--- src/hw/rtl/dcm_pkg.sv ---
// Shared types, constants and the step microcode of the DC motor model.
`default_nettype none
package dcm_pkg;

    localparam int unsigned DATA_W   = 32;
    localparam int unsigned CFG_W    = 31;
    localparam int unsigned ADDR_W   = 5;
    localparam int unsigned REG_IDX_W = 3;

    localparam logic [DATA_W-1:0] FX_ONE = 32'h0001_0000;
    localparam logic [DATA_W-1:0] FX_MAX = 32'h7FFF_FFFF;
    localparam logic [DATA_W-1:0] FX_MIN = 32'h8000_0000;

    localparam logic [CFG_W-1:0] EM_FACTOR_RST       = 31'd131072;
    localparam logic [CFG_W-1:0] INDUCTANCE_RST      = 31'd6554;
    localparam logic [CFG_W-1:0] RESISTANCE_RST      = 31'd65536;
    localparam logic [CFG_W-1:0] MECH_TIME_CONST_RST = 31'd6554;
    localparam logic [CFG_W-1:0] REDUCTION_RATIO_RST = 31'd65536;
    localparam logic [CFG_W-1:0] STEP_RATE_RST       = 31'd65536000;

    localparam logic [REG_IDX_W-1:0] REG_EM_FACTOR       = 3'd0;
    localparam logic [REG_IDX_W-1:0] REG_INDUCTANCE      = 3'd1;
    localparam logic [REG_IDX_W-1:0] REG_RESISTANCE      = 3'd2;
    localparam logic [REG_IDX_W-1:0] REG_MECH_TIME_CONST = 3'd3;
    localparam logic [REG_IDX_W-1:0] REG_REDUCTION_RATIO = 3'd4;
    localparam logic [REG_IDX_W-1:0] REG_STEP_RATE       = 3'd5;

    localparam int unsigned DIV_BITS  = 48;
    localparam int unsigned DIV_CNT_W = $clog2(DIV_BITS);

    localparam int unsigned NUM_UOPS = 20;
    localparam int unsigned UOP_W    = $clog2(NUM_UOPS);

    typedef enum logic [1:0] {
        OP_ADD,
        OP_SUB,
        OP_MUL,
        OP_DIV
    } t_op;

    typedef enum logic [3:0] {
        SRC_VOLT,
        SRC_BEMF,
        SRC_CUR,
        SRC_ANGLE,
        SRC_LOAD,
        SRC_ONE,
        SRC_EMF,
        SRC_IND,
        SRC_RES,
        SRC_MTC,
        SRC_RR,
        SRC_SR,
        SRC_ACC,
        SRC_D1,
        SRC_T1,
        SRC_SPEED
    } t_src;

    typedef enum logic [2:0] {
        DST_ACC,
        DST_D1,
        DST_T1,
        DST_CUR,
        DST_BEMF,
        DST_ANGLE,
        DST_SPEED,
        DST_MOMENT
    } t_dst;

    typedef struct packed {
        t_op  op;
        t_src src_a;
        t_src src_b;
        t_dst dst;
    } t_uop;

    typedef struct packed {
        logic              start;
        t_op               op;
        logic [DATA_W-1:0] a;
        logic [DATA_W-1:0] b;
    } t_alu_req;

    typedef struct packed {
        logic              done;
        logic [DATA_W-1:0] result;
    } t_alu_rsp;

    typedef enum logic [1:0] {
        SEQ_IDLE,
        SEQ_ISSUE,
        SEQ_WAIT,
        SEQ_FINISH
    } t_seq_state;

    typedef enum logic [2:0] {
        ALU_IDLE,
        ALU_MUL,
        ALU_DIV,
        ALU_SAT,
        ALU_DONE
    } t_alu_state;

    // One Euler step of the motor, one operation per entry.
    function automatic t_uop uop_rom(input logic [UOP_W-1:0] idx);
        t_uop u;
        case (idx)
            5'd0:    u = '{OP_MUL, SRC_SR,    SRC_IND,   DST_D1};
            5'd1:    u = '{OP_SUB, SRC_VOLT,  SRC_BEMF,  DST_ACC};
            5'd2:    u = '{OP_MUL, SRC_ACC,   SRC_RES,   DST_ACC};
            5'd3:    u = '{OP_DIV, SRC_ACC,   SRC_D1,    DST_T1};
            5'd4:    u = '{OP_DIV, SRC_RES,   SRC_D1,    DST_ACC};
            5'd5:    u = '{OP_SUB, SRC_ONE,   SRC_ACC,   DST_ACC};
            5'd6:    u = '{OP_MUL, SRC_ACC,   SRC_CUR,   DST_ACC};
            5'd7:    u = '{OP_ADD, SRC_T1,    SRC_ACC,   DST_CUR};
            5'd8:    u = '{OP_MUL, SRC_LOAD,  SRC_RES,   DST_ACC};
            5'd9:    u = '{OP_DIV, SRC_ACC,   SRC_EMF,   DST_ACC};
            5'd10:   u = '{OP_SUB, SRC_CUR,   SRC_ACC,   DST_T1};
            5'd11:   u = '{OP_MUL, SRC_SR,    SRC_MTC,   DST_ACC};
            5'd12:   u = '{OP_DIV, SRC_T1,    SRC_ACC,   DST_ACC};
            5'd13:   u = '{OP_ADD, SRC_BEMF,  SRC_ACC,   DST_BEMF};
            5'd14:   u = '{OP_DIV, SRC_BEMF,  SRC_EMF,   DST_SPEED};
            5'd15:   u = '{OP_MUL, SRC_RR,    SRC_SR,    DST_ACC};
            5'd16:   u = '{OP_DIV, SRC_SPEED, SRC_ACC,   DST_ACC};
            5'd17:   u = '{OP_ADD, SRC_ANGLE, SRC_ACC,   DST_ANGLE};
            5'd18:   u = '{OP_MUL, SRC_CUR,   SRC_EMF,   DST_ACC};
            5'd19:   u = '{OP_DIV, SRC_ACC,   SRC_RES,   DST_MOMENT};
            default: u = '{OP_ADD, SRC_ACC,   SRC_ACC,   DST_ACC};
        endcase
        return u;
    endfunction

endpackage
`default_nettype wire

--- src/hw/rtl/dcm_alu.sv ---
// Shared Q16.16 arithmetic unit: saturating add, subtract, multiply and bit-serial divide.
`default_nettype none
module dcm_alu (
    input  wire                i_clk,
    input  wire                i_rst_n,
    input  dcm_pkg::t_alu_req  i_req,
    output dcm_pkg::t_alu_rsp  o_rsp
);

    dcm_pkg::t_alu_state r_state, n_state;

    logic [dcm_pkg::DATA_W-1:0]    r_res, n_res;
    logic signed [63:0]            r_prod, n_prod;
    logic [dcm_pkg::DIV_BITS-1:0]  r_quo, n_quo;
    logic [dcm_pkg::DATA_W-1:0]    r_rem, n_rem;
    logic [dcm_pkg::DATA_W-1:0]    r_den, n_den;
    logic                          r_neg, n_neg;
    logic [dcm_pkg::DIV_CNT_W-1:0] r_cnt, n_cnt;

    logic [32:0]                  sum_ext;
    logic [47:0]                  prod_q;
    logic [32:0]                  trial;
    logic [32:0]                  diff;
    logic                         ge;
    logic [dcm_pkg::DATA_W-1:0]   abs_a;
    logic [dcm_pkg::DATA_W-1:0]   abs_b;

    function automatic logic [31:0] sat33(input logic [32:0] v);
        logic [31:0] r;
        if (v[32] != v[31]) begin
            r = v[32] ? dcm_pkg::FX_MIN : dcm_pkg::FX_MAX;
        end else begin
            r = v[31:0];
        end
        return r;
    endfunction

    function automatic logic [31:0] sat48(input logic [47:0] v);
        logic [31:0] r;
        if (v[47:31] == 17'h0 || v[47:31] == 17'h1FFFF) begin
            r = v[31:0];
        end else begin
            r = v[47] ? dcm_pkg::FX_MIN : dcm_pkg::FX_MAX;
        end
        return r;
    endfunction

    always_comb begin
        if (i_req.op == dcm_pkg::OP_SUB) begin
            sum_ext = {i_req.a[31], i_req.a} - {i_req.b[31], i_req.b};
        end else begin
            sum_ext = {i_req.a[31], i_req.a} + {i_req.b[31], i_req.b};
        end
        prod_q = r_prod[63:16] + {47'd0, (r_prod[63] && (r_prod[15:0] != 16'd0))};
        trial  = {r_rem, r_quo[dcm_pkg::DIV_BITS-1]};
        diff   = trial - {1'b0, r_den};
        ge     = (trial >= {1'b0, r_den});
        abs_a  = i_req.a[31] ? (~i_req.a + 32'd1) : i_req.a;
        abs_b  = i_req.b[31] ? (~i_req.b + 32'd1) : i_req.b;
    end

    always_comb begin
        n_state = r_state;
        case (r_state)
            dcm_pkg::ALU_IDLE: begin
                if (i_req.start) begin
                    case (i_req.op)
                        dcm_pkg::OP_MUL: n_state = dcm_pkg::ALU_MUL;
                        dcm_pkg::OP_DIV: begin
                            n_state = (i_req.b == '0) ? dcm_pkg::ALU_DONE : dcm_pkg::ALU_DIV;
                        end
                        default:         n_state = dcm_pkg::ALU_DONE;
                    endcase
                end
            end
            dcm_pkg::ALU_MUL:  n_state = dcm_pkg::ALU_DONE;
            dcm_pkg::ALU_DIV: begin
                if (r_cnt == '0) begin
                    n_state = dcm_pkg::ALU_SAT;
                end
            end
            dcm_pkg::ALU_SAT:  n_state = dcm_pkg::ALU_DONE;
            dcm_pkg::ALU_DONE: n_state = dcm_pkg::ALU_IDLE;
            default:           n_state = dcm_pkg::ALU_IDLE;
        endcase
    end

    always_comb begin
        o_rsp.done   = (r_state == dcm_pkg::ALU_DONE);
        o_rsp.result = r_res;
    end

    always_comb begin
        n_res  = r_res;
        n_prod = r_prod;
        n_quo  = r_quo;
        n_rem  = r_rem;
        n_den  = r_den;
        n_neg  = r_neg;
        n_cnt  = r_cnt;
        case (r_state)
            dcm_pkg::ALU_IDLE: begin
                if (i_req.start) begin
                    case (i_req.op)
                        dcm_pkg::OP_MUL: begin
                            n_prod = $signed(i_req.a) * $signed(i_req.b);
                        end
                        dcm_pkg::OP_DIV: begin
                            if (i_req.a == '0) begin
                                n_res = '0;
                            end else begin
                                n_res = i_req.a[31] ? dcm_pkg::FX_MIN : dcm_pkg::FX_MAX;
                            end
                            n_quo = {abs_a, 16'd0};
                            n_rem = '0;
                            n_den = abs_b;
                            n_neg = i_req.a[31] ^ i_req.b[31];
                            n_cnt = dcm_pkg::DIV_CNT_W'(dcm_pkg::DIV_BITS - 1);
                        end
                        default: n_res = sat33(sum_ext);
                    endcase
                end
            end
            dcm_pkg::ALU_MUL: n_res = sat48(prod_q);
            dcm_pkg::ALU_DIV: begin
                n_rem = ge ? diff[31:0] : trial[31:0];
                n_quo = {r_quo[dcm_pkg::DIV_BITS-2:0], ge};
                n_cnt = r_cnt - 1'b1;
            end
            dcm_pkg::ALU_SAT: begin
                if (r_neg) begin
                    n_res = (r_quo > 48'h0000_8000_0000) ? dcm_pkg::FX_MIN
                                                         : (~r_quo[31:0] + 32'd1);
                end else begin
                    n_res = (r_quo > 48'h0000_7FFF_FFFF) ? dcm_pkg::FX_MAX : r_quo[31:0];
                end
            end
            default: begin
            end
        endcase
    end

    always_ff @(posedge i_clk) begin
        if (!i_rst_n) begin
            r_state <= dcm_pkg::ALU_IDLE;
            r_cnt   <= '0;
        end else begin
            r_state <= n_state;
            r_cnt   <= n_cnt;
        end
    end

    always_ff @(posedge i_clk) begin
        r_res  <= n_res;
        r_prod <= n_prod;
        r_quo  <= n_quo;
        r_rem  <= n_rem;
        r_den  <= n_den;
        r_neg  <= n_neg;
    end

endmodule
`default_nettype wire

--- src/hw/rtl/dc_motor_model_step_top.sv ---
// Top level of the DC motor model: register port, step sequencer and model state.
//
// Each input transaction is one simulation tick: a supply voltage and a load moment,
// or a request to reuse the held load moment. The block runs one Euler step of the
// motor and returns one output transaction with moment, shaft angle and angular speed.
// A tick takes 20 operations on one shared arithmetic unit. Divides are bit-serial,
// the divider producing one quotient bit per cycle; a divide by zero skips the
// bit-serial loop. The input side stalls for the whole tick; a finished result
// sits in an output register, and the next tick is accepted while it waits. If the
// receiver stalls, the following tick completes its arithmetic and then holds until
// the earlier result is taken. Reset clears the motor state and the held load
// moment and loads the default parameters. Parameters must be written through the
// register port only while the block is idle; the block itself does not enforce it.
`default_nettype none
module dc_motor_model_step_top (
    input  wire                                i_clk,
    input  wire                                i_rst_n,
    input  wire                                i_in_valid,
    output logic                               o_in_stall,
    input  wire signed [dcm_pkg::DATA_W-1:0]   i_voltage,
    input  wire signed [dcm_pkg::DATA_W-1:0]   i_load_moment,
    input  wire                                i_use_held_load,
    output logic                               o_out_valid,
    input  wire                                i_out_stall,
    output logic signed [dcm_pkg::DATA_W-1:0]  o_moment,
    output logic signed [dcm_pkg::DATA_W-1:0]  o_angle,
    output logic signed [dcm_pkg::DATA_W-1:0]  o_angular_speed,
    input  wire                                psel,
    input  wire                                penable,
    input  wire                                pwrite,
    input  wire  [dcm_pkg::ADDR_W-1:0]         paddr,
    input  wire  [dcm_pkg::DATA_W-1:0]         pwdata,
    output logic [dcm_pkg::DATA_W-1:0]         prdata,
    output logic                               pready
);

    dcm_pkg::t_seq_state r_state, n_state;

    logic [dcm_pkg::CFG_W-1:0] r_em_factor;
    logic [dcm_pkg::CFG_W-1:0] r_inductance;
    logic [dcm_pkg::CFG_W-1:0] r_resistance;
    logic [dcm_pkg::CFG_W-1:0] r_mech_time_const;
    logic [dcm_pkg::CFG_W-1:0] r_reduction_ratio;
    logic [dcm_pkg::CFG_W-1:0] r_step_rate;

    logic [dcm_pkg::DATA_W-1:0] r_cur;
    logic [dcm_pkg::DATA_W-1:0] r_bemf;
    logic [dcm_pkg::DATA_W-1:0] r_angle;
    logic [dcm_pkg::DATA_W-1:0] r_held;
    logic [dcm_pkg::DATA_W-1:0] r_volt;
    logic [dcm_pkg::DATA_W-1:0] r_acc;
    logic [dcm_pkg::DATA_W-1:0] r_d1;
    logic [dcm_pkg::DATA_W-1:0] r_t1;
    logic [dcm_pkg::DATA_W-1:0] r_speed;
    logic [dcm_pkg::DATA_W-1:0] r_moment;

    logic                       r_out_valid, n_out_valid;
    logic [dcm_pkg::DATA_W-1:0] r_out_moment;
    logic [dcm_pkg::DATA_W-1:0] r_out_angle;
    logic [dcm_pkg::DATA_W-1:0] r_out_speed;

    logic [dcm_pkg::UOP_W-1:0]  r_step;

    dcm_pkg::t_uop     uop;
    dcm_pkg::t_alu_req alu_req;
    dcm_pkg::t_alu_rsp alu_rsp;

    logic                          in_accept;
    logic                          out_accept;
    logic                          out_load;
    logic                          last_step;
    logic                          cfg_write;
    logic [dcm_pkg::REG_IDX_W-1:0] reg_idx;
    logic [dcm_pkg::DATA_W-1:0]    opnd_a;
    logic [dcm_pkg::DATA_W-1:0]    opnd_b;

    function automatic logic [31:0] pick(
        input dcm_pkg::t_src s,
        input logic [31:0]   volt, bemf, cur, angle, load, acc, d1, t1, speed,
        input logic [30:0]   emf, ind, res, mtc, rr, sr
    );
        logic [31:0] v;
        case (s)
            dcm_pkg::SRC_VOLT:  v = volt;
            dcm_pkg::SRC_BEMF:  v = bemf;
            dcm_pkg::SRC_CUR:   v = cur;
            dcm_pkg::SRC_ANGLE: v = angle;
            dcm_pkg::SRC_LOAD:  v = load;
            dcm_pkg::SRC_ONE:   v = dcm_pkg::FX_ONE;
            dcm_pkg::SRC_EMF:   v = {1'b0, emf};
            dcm_pkg::SRC_IND:   v = {1'b0, ind};
            dcm_pkg::SRC_RES:   v = {1'b0, res};
            dcm_pkg::SRC_MTC:   v = {1'b0, mtc};
            dcm_pkg::SRC_RR:    v = {1'b0, rr};
            dcm_pkg::SRC_SR:    v = {1'b0, sr};
            dcm_pkg::SRC_ACC:   v = acc;
            dcm_pkg::SRC_D1:    v = d1;
            dcm_pkg::SRC_T1:    v = t1;
            dcm_pkg::SRC_SPEED: v = speed;
            default:            v = acc;
        endcase
        return v;
    endfunction

    always_comb begin
        uop       = dcm_pkg::uop_rom(r_step);
        last_step = (r_step == dcm_pkg::UOP_W'(dcm_pkg::NUM_UOPS - 1));
        opnd_a    = pick(uop.src_a, r_volt, r_bemf, r_cur, r_angle, r_held, r_acc, r_d1,
                         r_t1, r_speed, r_em_factor, r_inductance, r_resistance,
                         r_mech_time_const, r_reduction_ratio, r_step_rate);
        opnd_b    = pick(uop.src_b, r_volt, r_bemf, r_cur, r_angle, r_held, r_acc, r_d1,
                         r_t1, r_speed, r_em_factor, r_inductance, r_resistance,
                         r_mech_time_const, r_reduction_ratio, r_step_rate);
    end

    always_comb begin
        n_state = r_state;
        case (r_state)
            dcm_pkg::SEQ_IDLE: begin
                if (i_in_valid) begin
                    n_state = dcm_pkg::SEQ_ISSUE;
                end
            end
            dcm_pkg::SEQ_ISSUE: n_state = dcm_pkg::SEQ_WAIT;
            dcm_pkg::SEQ_WAIT: begin
                if (alu_rsp.done) begin
                    n_state = last_step ? dcm_pkg::SEQ_FINISH : dcm_pkg::SEQ_ISSUE;
                end
            end
            dcm_pkg::SEQ_FINISH: begin
                if (!r_out_valid || !i_out_stall) begin
                    n_state = dcm_pkg::SEQ_IDLE;
                end
            end
            default: n_state = dcm_pkg::SEQ_IDLE;
        endcase
    end

    always_comb begin
        o_in_stall    = (r_state != dcm_pkg::SEQ_IDLE);
        alu_req.start = (r_state == dcm_pkg::SEQ_ISSUE);
        alu_req.op    = uop.op;
        alu_req.a     = opnd_a;
        alu_req.b     = opnd_b;
        out_load      = (r_state == dcm_pkg::SEQ_FINISH) && (!r_out_valid || !i_out_stall);
    end

    assign in_accept  = i_in_valid && !o_in_stall;
    assign out_accept = r_out_valid && !i_out_stall;
    assign cfg_write  = psel && penable && pwrite && pready;
    assign reg_idx    = paddr[dcm_pkg::ADDR_W-1:2];
    assign pready     = 1'b1;

    always_comb begin
        n_out_valid = r_out_valid;
        if (out_load) begin
            n_out_valid = 1'b1;
        end else if (out_accept) begin
            n_out_valid = 1'b0;
        end
    end

    always_comb begin
        case (reg_idx)
            dcm_pkg::REG_EM_FACTOR:       prdata = {1'b0, r_em_factor};
            dcm_pkg::REG_INDUCTANCE:      prdata = {1'b0, r_inductance};
            dcm_pkg::REG_RESISTANCE:      prdata = {1'b0, r_resistance};
            dcm_pkg::REG_MECH_TIME_CONST: prdata = {1'b0, r_mech_time_const};
            dcm_pkg::REG_REDUCTION_RATIO: prdata = {1'b0, r_reduction_ratio};
            dcm_pkg::REG_STEP_RATE:       prdata = {1'b0, r_step_rate};
            default:                      prdata = '0;
        endcase
    end

    dcm_alu u_alu (
        .i_clk   (i_clk),
        .i_rst_n (i_rst_n),
        .i_req   (alu_req),
        .o_rsp   (alu_rsp)
    );

    always_ff @(posedge i_clk) begin
        if (!i_rst_n) begin
            r_state           <= dcm_pkg::SEQ_IDLE;
            r_out_valid       <= 1'b0;
            r_step            <= '0;
            r_cur             <= '0;
            r_bemf            <= '0;
            r_angle           <= '0;
            r_held            <= '0;
            r_em_factor       <= dcm_pkg::EM_FACTOR_RST;
            r_inductance      <= dcm_pkg::INDUCTANCE_RST;
            r_resistance      <= dcm_pkg::RESISTANCE_RST;
            r_mech_time_const <= dcm_pkg::MECH_TIME_CONST_RST;
            r_reduction_ratio <= dcm_pkg::REDUCTION_RATIO_RST;
            r_step_rate       <= dcm_pkg::STEP_RATE_RST;
        end else begin
            r_state     <= n_state;
            r_out_valid <= n_out_valid;
            if (cfg_write) begin
                case (reg_idx)
                    dcm_pkg::REG_EM_FACTOR:       r_em_factor       <= pwdata[30:0];
                    dcm_pkg::REG_INDUCTANCE:      r_inductance      <= pwdata[30:0];
                    dcm_pkg::REG_RESISTANCE:      r_resistance      <= pwdata[30:0];
                    dcm_pkg::REG_MECH_TIME_CONST: r_mech_time_const <= pwdata[30:0];
                    dcm_pkg::REG_REDUCTION_RATIO: r_reduction_ratio <= pwdata[30:0];
                    dcm_pkg::REG_STEP_RATE:       r_step_rate       <= pwdata[30:0];
                    default: begin
                    end
                endcase
            end
            if (in_accept) begin
                r_step <= '0;
                if (!i_use_held_load) begin
                    r_held <= i_load_moment;
                end
            end else if ((r_state == dcm_pkg::SEQ_WAIT) && alu_rsp.done) begin
                r_step <= r_step + 1'b1;
                case (uop.dst)
                    dcm_pkg::DST_CUR:   r_cur   <= alu_rsp.result;
                    dcm_pkg::DST_BEMF:  r_bemf  <= alu_rsp.result;
                    dcm_pkg::DST_ANGLE: r_angle <= alu_rsp.result;
                    default: begin
                    end
                endcase
            end
        end
    end

    always_ff @(posedge i_clk) begin
        if (in_accept) begin
            r_volt <= i_voltage;
        end
        if ((r_state == dcm_pkg::SEQ_WAIT) && alu_rsp.done) begin
            r_acc <= alu_rsp.result;
            case (uop.dst)
                dcm_pkg::DST_D1:     r_d1     <= alu_rsp.result;
                dcm_pkg::DST_T1:     r_t1     <= alu_rsp.result;
                dcm_pkg::DST_SPEED:  r_speed  <= alu_rsp.result;
                dcm_pkg::DST_MOMENT: r_moment <= alu_rsp.result;
                default: begin
                end
            endcase
        end
        if (out_load) begin
            r_out_moment <= r_moment;
            r_out_angle  <= r_angle;
            r_out_speed  <= r_speed;
        end
    end

    assign o_out_valid     = r_out_valid;
    assign o_moment        = r_out_moment;
    assign o_angle         = r_out_angle;
    assign o_angular_speed = r_out_speed;

endmodule
`default_nettype wire

--- config.mk ---
export PLATFORM = sky130hd
export DESIGN_NAME = dc_motor_model_step_top
export DESIGN_NICKNAME = d
export VERILOG_FILES = /design/src/hw/rtl/dcm_pkg.sv /design/src/hw/rtl/dcm_alu.sv /design/src/hw/rtl/dc_motor_model_step_top.sv
export SDC_FILE = /design/constraint.sdc
export NUM_CORES = 2
export LEC_CHECK = 0
export BUFFER_PORTS_ARGS = -buffer_cell sky130_fd_sc_hd__buf_4
export CAP_MARGIN = 10
export CORE_AREA = 2 2 431 433
export CTS_CLUSTER_DIAMETER = 50
export DETAILED_ROUTE_END_ITERATION = 10
export DIE_AREA = 0 0 433 435
export PLACE_DENSITY = 0.66
export SLEW_MARGIN = 15
export SYNTH_ARGS = -nofsm -noshare
export SYNTH_HDL_FRONTEND = slang
export SYNTH_SLANG_ARGS = --single-unit
--- constraint.sdc ---
create_clock -name i_clk -period 9.6 [get_ports i_clk]
set_input_delay 1.92 -clock i_clk [delete_from_list [all_inputs] [get_ports i_clk]]
set_output_delay 1.92 -clock i_clk [all_outputs]
set_load 0.03 [all_outputs]
# Word level (Yosys, flattened, before mapping)
# Memories as Yosys holds them, arrays and structs flattened. A register that Yosys moved wholly into a read port is not among the register bits.
# Index checks and enable logic that the tools add are counted.
dict set report classes {
  n_bitwise 7
  add_sub_neg 9
  muxes 42
  n_reduce_logical 48
  order_cmp 3
  multipliers 1
  eq_ne 62
}
# cell n
set op_table {}
lappend op_table {{one-hot mux 32 bit (16 select lines)} 2}
lappend op_table {{2-to-1 mux 32 bit} 14}
lappend op_table {{one-hot mux 31 bit (6 select lines)} 1}
lappend op_table {{one-hot mux 32 bit (2 select lines)} 2}
lappend op_table {{adder 32 x 1 -> 32 bit, second input constant} 3}
lappend op_table {{2-to-1 mux 48 bit} 2}
lappend op_table {{inverter 32 bit} 3}
lappend op_table {{one-hot mux 32 bit (3 select lines)} 1}
lappend op_table {{one-hot mux 48 bit (2 select lines)} 1}
lappend op_table {{== test 4 bit, second input constant} 16}
lappend op_table {{zero test 32 bit} 2}
lappend op_table {{multiplier 32 x 32 -> 64 bit} 1}
lappend op_table {{adder 48 x 1 -> 48 bit} 1}
lappend op_table {{> comparator 48 x 31 -> 1 bit, second input constant} 1}
lappend op_table {{> comparator 48 x 32 -> 1 bit, second input constant} 1}
lappend op_table {{adder 32 x 32 -> 33 bit} 1}
lappend op_table {{>= comparator 33 x 32 -> 1 bit} 1}
lappend op_table {{2-to-1 mux 33 bit} 1}
lappend op_table {{subtractor 32 x 32 -> 33 bit} 1}
lappend op_table {{== test 4 x 3 -> 1 bit, second input constant} 8}
lappend op_table {{subtractor 32 bit} 1}
lappend op_table {{2-to-1 mux 31 bit} 1}
lappend op_table {{AND reduction 2 bit} 12}
lappend op_table {{AND reduction 3 bit} 8}
lappend op_table {{37 further kinds} 87}
dict set report totals {
  mem_bits_ro 416
  ff_bits 828
  elab_cells 204
  mem_count 1
  output_inout_bits 131
  inputBits 109
}
# name words width rd rd_ports_with_merged_regs wr line
set memory_table {}
lappend memory_table {{(name not given)} 32 13 1 1 0 dcm_pkg.sv:108} ;# case (idx)

# Longest topological paths before layout
dict set report logic_depth {
  word_depth 9
  ltp_mapped 41
  depth_no_buf 34
}

# By module
# From an unflattened synthesis, not the netlist that was laid out.
dict set report hier_totals {
  cells_unflattened 8600
  hier_area_um2 81255.4
}
# module area_per_inst_um2 instances cells_per_inst seq_area_each_um2
set modules_own_cells {}
lappend modules_own_cells {dcm_alu 51633.3 1 5549 6456.2}
lappend modules_own_cells {dc_motor_model_step_top 29622.2 1 3051 15354.7}

# Least setup slack after synthesis
# No wires, ideal clock.
dict set report synth_path {
  path_kind {reg-to-reg}
  start {register uop[7] (netlist name)}
  end {register u_alu.r_prod[62], data pin}
  required_time_ns 9.337
  stages_incl_launch_ff 38
  period_less_slack_ns 9.840
  n_path_buf 9
  slack_ns -0.240
  arrival_time_ns 9.578
  setup_time_ns 0.263
  path_cell_list {dfxtp_1 buf_4 buf_4 buf_4 buf_4 buf_2 buf_2 mux4_2 nand2_1 a21oi_1 o32ai_1 clkbuf_1 buf_1 nor2_1 fa_1 fa_1 fa_1 inv_1 [... 2 more ...] fa_1 inv_1 fa_1 inv_1 fa_1 fa_1 ha_1 clkbuf_1 and4_1 inv_1 a211oi_1 nor2_1 o21ai_0 a211oi_1 o41ai_1 a2111oi_0 o21bai_1 xor2_1}
}
dict set report synth_between {
  elab_chain_len 3
  elab_cells_between_ends 18
  cone_classes {mul (1); eq/ne (15); mux (1); reduce/logical (1)}
}
# element line
set synth_lines {}
lappend synth_lines {{== test 4 bit (tied with other cells)} dc_motor_model_step_top.sv:83} ;# case (s)
lappend synth_lines {{one-hot mux 32 bit (16 select lines) (*)} dc_motor_model_step_top.sv:83}
lappend synth_lines {{multiplier 32 x 32 -> 64 bit (*)} dcm_alu.sv:106} ;# n_prod = $signed(i_req.a) * $signed(i_req.b);
lappend synth_lines {{end signal: assignment} dcm_alu.sv:155} ;# r_prod <= n_prod;
lappend synth_lines {{end: declaration} dcm_alu.sv:13} ;# logic signed [63:0] r_prod, n_prod;
# Every way passes the cells marked *; elsewhere a longest branch is shown, timed or not.
# A chain may end at the register's enable or synchronous reset.

# Worst setup path in the final report
dict set report layout_path {
  start {register uop[8] (netlist name)}
  end {register u_alu.r_prod[63], data pin}
}
dict set report layout_between {
  elab_chain_len 3
  elab_cells_between_ends 18
  cone_classes {mul (1); eq/ne (15); mux (1); reduce/logical (1)}
}
# element line
set layout_lines {}
lappend layout_lines {{== test 4 bit (tied with other cells)} dc_motor_model_step_top.sv:83}
lappend layout_lines {{one-hot mux 32 bit (16 select lines) (*)} dc_motor_model_step_top.sv:83}
lappend layout_lines {{multiplier 32 x 32 -> 64 bit (*)} dcm_alu.sv:106}
# Marked as above.

==> results_dict.tcl <==
set metrics [dict create \
    dr_total_vias 76100 \
    portBuffers 234 \
    seqPwrFrac_pct 34.6 \
    ys_warn_count 0 \
    htreeDepth 4 \
    finalHoldViolCount 0 \
    vias_per_cell 5.96 \
    ff2ff_path_depth 34 \
    rsz0062_at_grt "yes" \
    path_max_fanout 5 \
    drt-pass1-iter-count 7 \
    cts.sinks 841 \
    cpMaxStageDelayCell "fa_1" \
    grt_pass1_vias 76400 \
    path_clk_slew_ns 0.06 \
    p_sw_uw 3580 \
    grt_pass1_wl_um 558000 \
    synth_cells 8870 \
    outcome "finished with violations" \
    wirelength_um 398000 \
    syn-cell-area_um2 82200 \
    holdCritPathClass "reg -> reg" \
    hold_end "o_moment[23]$_DFFE_PP_" \
    fin_crit_ns 9.68 \
    p_per_area_nw_per_um2 110 \
    core.rowCount 158 \
    dp_hpwl_um 312000 \
    crit_type "reg -> reg" \
    avgRoutedWirePerCell_um 31.2 \
    fmax_mhz 103 \
    dieArea_um2 188000 \
    cts_buffers 134 \
    cts_tree "built" \
    drc 0 \
    root_buffer "clkbuf_16" \
    clk_path_buf_depth 3 \
    fin_skew_ns 0.0547 \
    syn2layout_area_growth_pct 28.7 \
    chipWidth_um 433 \
    drive_gt1_share_pct 24.7 \
    antenna_found_initial 11 \
    synthFlopType "edfxtp_1" \
    cts_hold_buf 0 \
    initial_core_util_pct 44.7 \
    r2r_setup_slack_ns -0.08 \
    startpoint "uop[8]$_DFF_P_" \
    floorplan.io_pins 240 \
    violations "negative setup slack" \
    cap_violations 0 \
    core-area_um2 184000 \
    r2r-start "uop[8]$_DFF_P_" \
    required_ns 10.13 \
    holdPathStages 0 \
    whs_ns 0.414 \
    clk-insertion-delay-late_ns 0.83 \
    setup_viol 8 \
    dieHeight_um 435 \
    fin_crit_sh_pct 101 \
    setup_tns_ns -0.423 \
    min_from "r_moment[23]$_DFFE_PP_" \
    slew_headroom_pct 22.5 \
    ys_seq_elements 841 \
    drt-initial-drc-count 8443 \
    fillers 16100 \
    pwr-share-clk_pct 43.3 \
    grt_util_all_layers_pct 41.7 \
    syn_avg_cell_area_um2 9.27 \
    tightest_slew_ns 1.15 \
    finalNetCount 11600 \
    finalMaxSlewViolations 0 \
    grt_max_degree 119 \
    cpPeakStageDelay_ns 0.57 \
    yosysUniqueCellTypes 107 \
    p_sw_share_pct 30.7 \
    yosysSeqAreaShare_pct 26.5 \
    synth_edf_count 497 \
    rr_endpoint "u_alu.r_prod[63]$_DFFE_PP_" \
    cp-end-kind "register" \
    async_reset_ff_share_pct 0 \
    intPower_uw 8070 \
    place_congestion 1.07 \
    fin_ws_ns -0.0761 \
    cp_common_cell "fa_1" \
    ant_nets 0 \
    ir_drop_mv 0.237 \
    syn-num-nets 10300 \
    cp.arrival_ns 10.20 \
    p_leak_uw 0.0467 \
    overflow 0 \
    cp-start-kind "register" \
    comb_power_share_pct 22.0 \
]
==> layer usage <==
metal  part of all wire [%]  up-vias  track usage, %
met1                     37    38100            53.2
met5                 0.0080        -               0
met2                     44     4742            63.0
li1                       -    32000               -
met3                     10     1262            9.35
met4                    8.8        4            28.9
==> through the flow <==
step	worst slack (ns)	total power [uW]	util, %	area, um2	cells
6_report	-0.0761	11700	57.5	106000	12800
5_1_grt	-0.283	12000	57.5	106000	12800
4_1_cts	-0.00327	11400	56.1	103000	12700
3_5_place_dp	-0.633	6190	52.5	96700	12300
3_3_place_gp	-0.683	6180	52.5	96700	12300
2_1_floorplan	0.0272	5190	-	82300	8870
==> cell families (layout without fill, tap and decap cells) <==
group                    Yosys count  after routing  synth area share, %
adder cells (fa/ha/maj)         1349           1349                 30.4
AND/OR/NAND/NOR                 2907           2907                 15.6
XOR/XNOR                         255            255                 2.72
other                              2             12              0.00913
flip-flops                       841            841                 26.5
multiplexers                     183            183                 2.48
AO/OA/AOI/OAI                   1615           1615                 14.0
buffers and inverters           1718           3136                 8.23
==> cells in the final DEF, fill, tap and decap left out, types with 33 or more instances in the layout <==
master     netlist  layout
fa_2             0      49
xor2_1          86      85
nand3_1        162     161
mux2_2          53      52
and3_1          58      54
a21boi_0       297     296
and2_1          61      45
clkbuf_16        0     144
nor2b_1         78      65
xnor2_1        169     164
a21o_1          81      79
nor2_1         705     679
nand4_1         46      46
dfxtp_1        344     336
inv_1         1133    1093
nor3_1          93      84
nand2b_1        76      74
buf_12           0     167
a21oi_1        299     267
mux2i_1        109     104
inv_2           10      33
ha_1           265     242
edfxtp_1       497     497
a22o_1          54      54
a31oi_1         72      62
nand2_1       1427    1405
fa_1          1084    1035
a22oi_1        162     155
o21ai_0        190     169
buf_6           18      87
buf_4           23    1447
==> state kept, by name, indices dropped and copies added, names as in the netlist, 32 cells and up <==
register,cells
r_bemf,32
r_acc,32
r_d1,32
r_held,32
o_moment,32
r_moment,32
r_volt,32
u_alu.r_res,32
u_alu.r_prod,64
u_alu.r_rem,32
r_cur,32
u_alu.r_quo,48
r_angle,32
r_speed,32
r_t1,32
o_angular_speed,32
o_angle,32
u_alu.r_den,32
==> power by group through the flow <==
stage / registers [uW] / clock network, uW / logic [uW]
floorplan: 4060 / 0 / 1130
global placement: 4100 / 0 / 2080
detailed placement: 4100 / 0 / 2090
CTS: 4030 / 5090 / 2240
global route: 4040 / 5230 / 2730
finish: 4040 / 5050 / 2570
==> Yosys cell counts, drive strengths merged (47+ instances only) <==
cell       n  area [um2]
a21boi   298        2240
nor3      96         502
xnor2    169        1480
mux2i    109        1090
xor2      86         753
ha       265        3320
nor2     706        2650
edfxtp   497       14900
inv     1143        4290
mux2      65         743
buf      170         956
nor2b     78         488
a31oi     72         450
a22o      54         473
nand3    162         811
dfxtp    344        6890
a21o      81         608
and2      62         388
a21oi    299        1500
nand4     47         300
clkbuf   391        1470
nand2   1428        5360
fa      1084       21700
o21ai    199         996
and3      58         363
a22oi    162        1220
nand2b    77         489
==> final cells by class <==
| type | count | area (um2) | share of cell area, % |
|---|---|---|---|
| clock inverters | 91 | 1080 | 1.02 |
| well taps | 2480 | 3100 | 2.93 |
| diodes | 10 | 25.0 | 0.0236 |
| clock buffers | 158 | 3570 | 3.37 |
| flip-flops and latches | 841 | 21800 | 20.6 |
| multi-input cells | 6311 | 56100 | 53.0 |
| repair buffers | 1730 | 15800 | 14.9 |
| inverters | 1157 | 4440 | 4.20 |
==> repair_timing <==
action	in CTS	in global routing
setup buffers	84	104
setup endpoints to repair	23	27
cloned	5	8
pin swaps	126	199
gates resized for setup	239	380
==> worst max-delay path: cells and delay by family, from the launching register on <==
family                     cells  cell delay, ns
and+or+nand+nor                6            1.02
DFF                            1            0.47
buffers and inverters          9            1.24
muxes                          1            0.32
xor gates and xnor gates       1            0.13
adders and majority gates      9            4.31
AOI/OAI and AO/OA              8            1.85
==> worst max-delay path by stage <==
stage / end / slack, ns
6_report: u_alu.r_prod[63]$_DFFE_PP_ / -0.08
5_1_grt: u_alu.r_prod[63]$_DFFE_PP_ / -0.28
3_5_place_dp: u_alu.r_prod[59]$_DFFE_PP_ / -0.63
2_1_floorplan: u_alu.r_prod[62]$_DFFE_PP_ / 0.03
3_3_place_gp: u_alu.r_prod[59]$_DFFE_PP_ / -0.68
4_1_cts: u_alu.r_prod[61]$_DFFE_PP_ / -0.003
No activity file was read; power rests on OpenSTA's default activity.
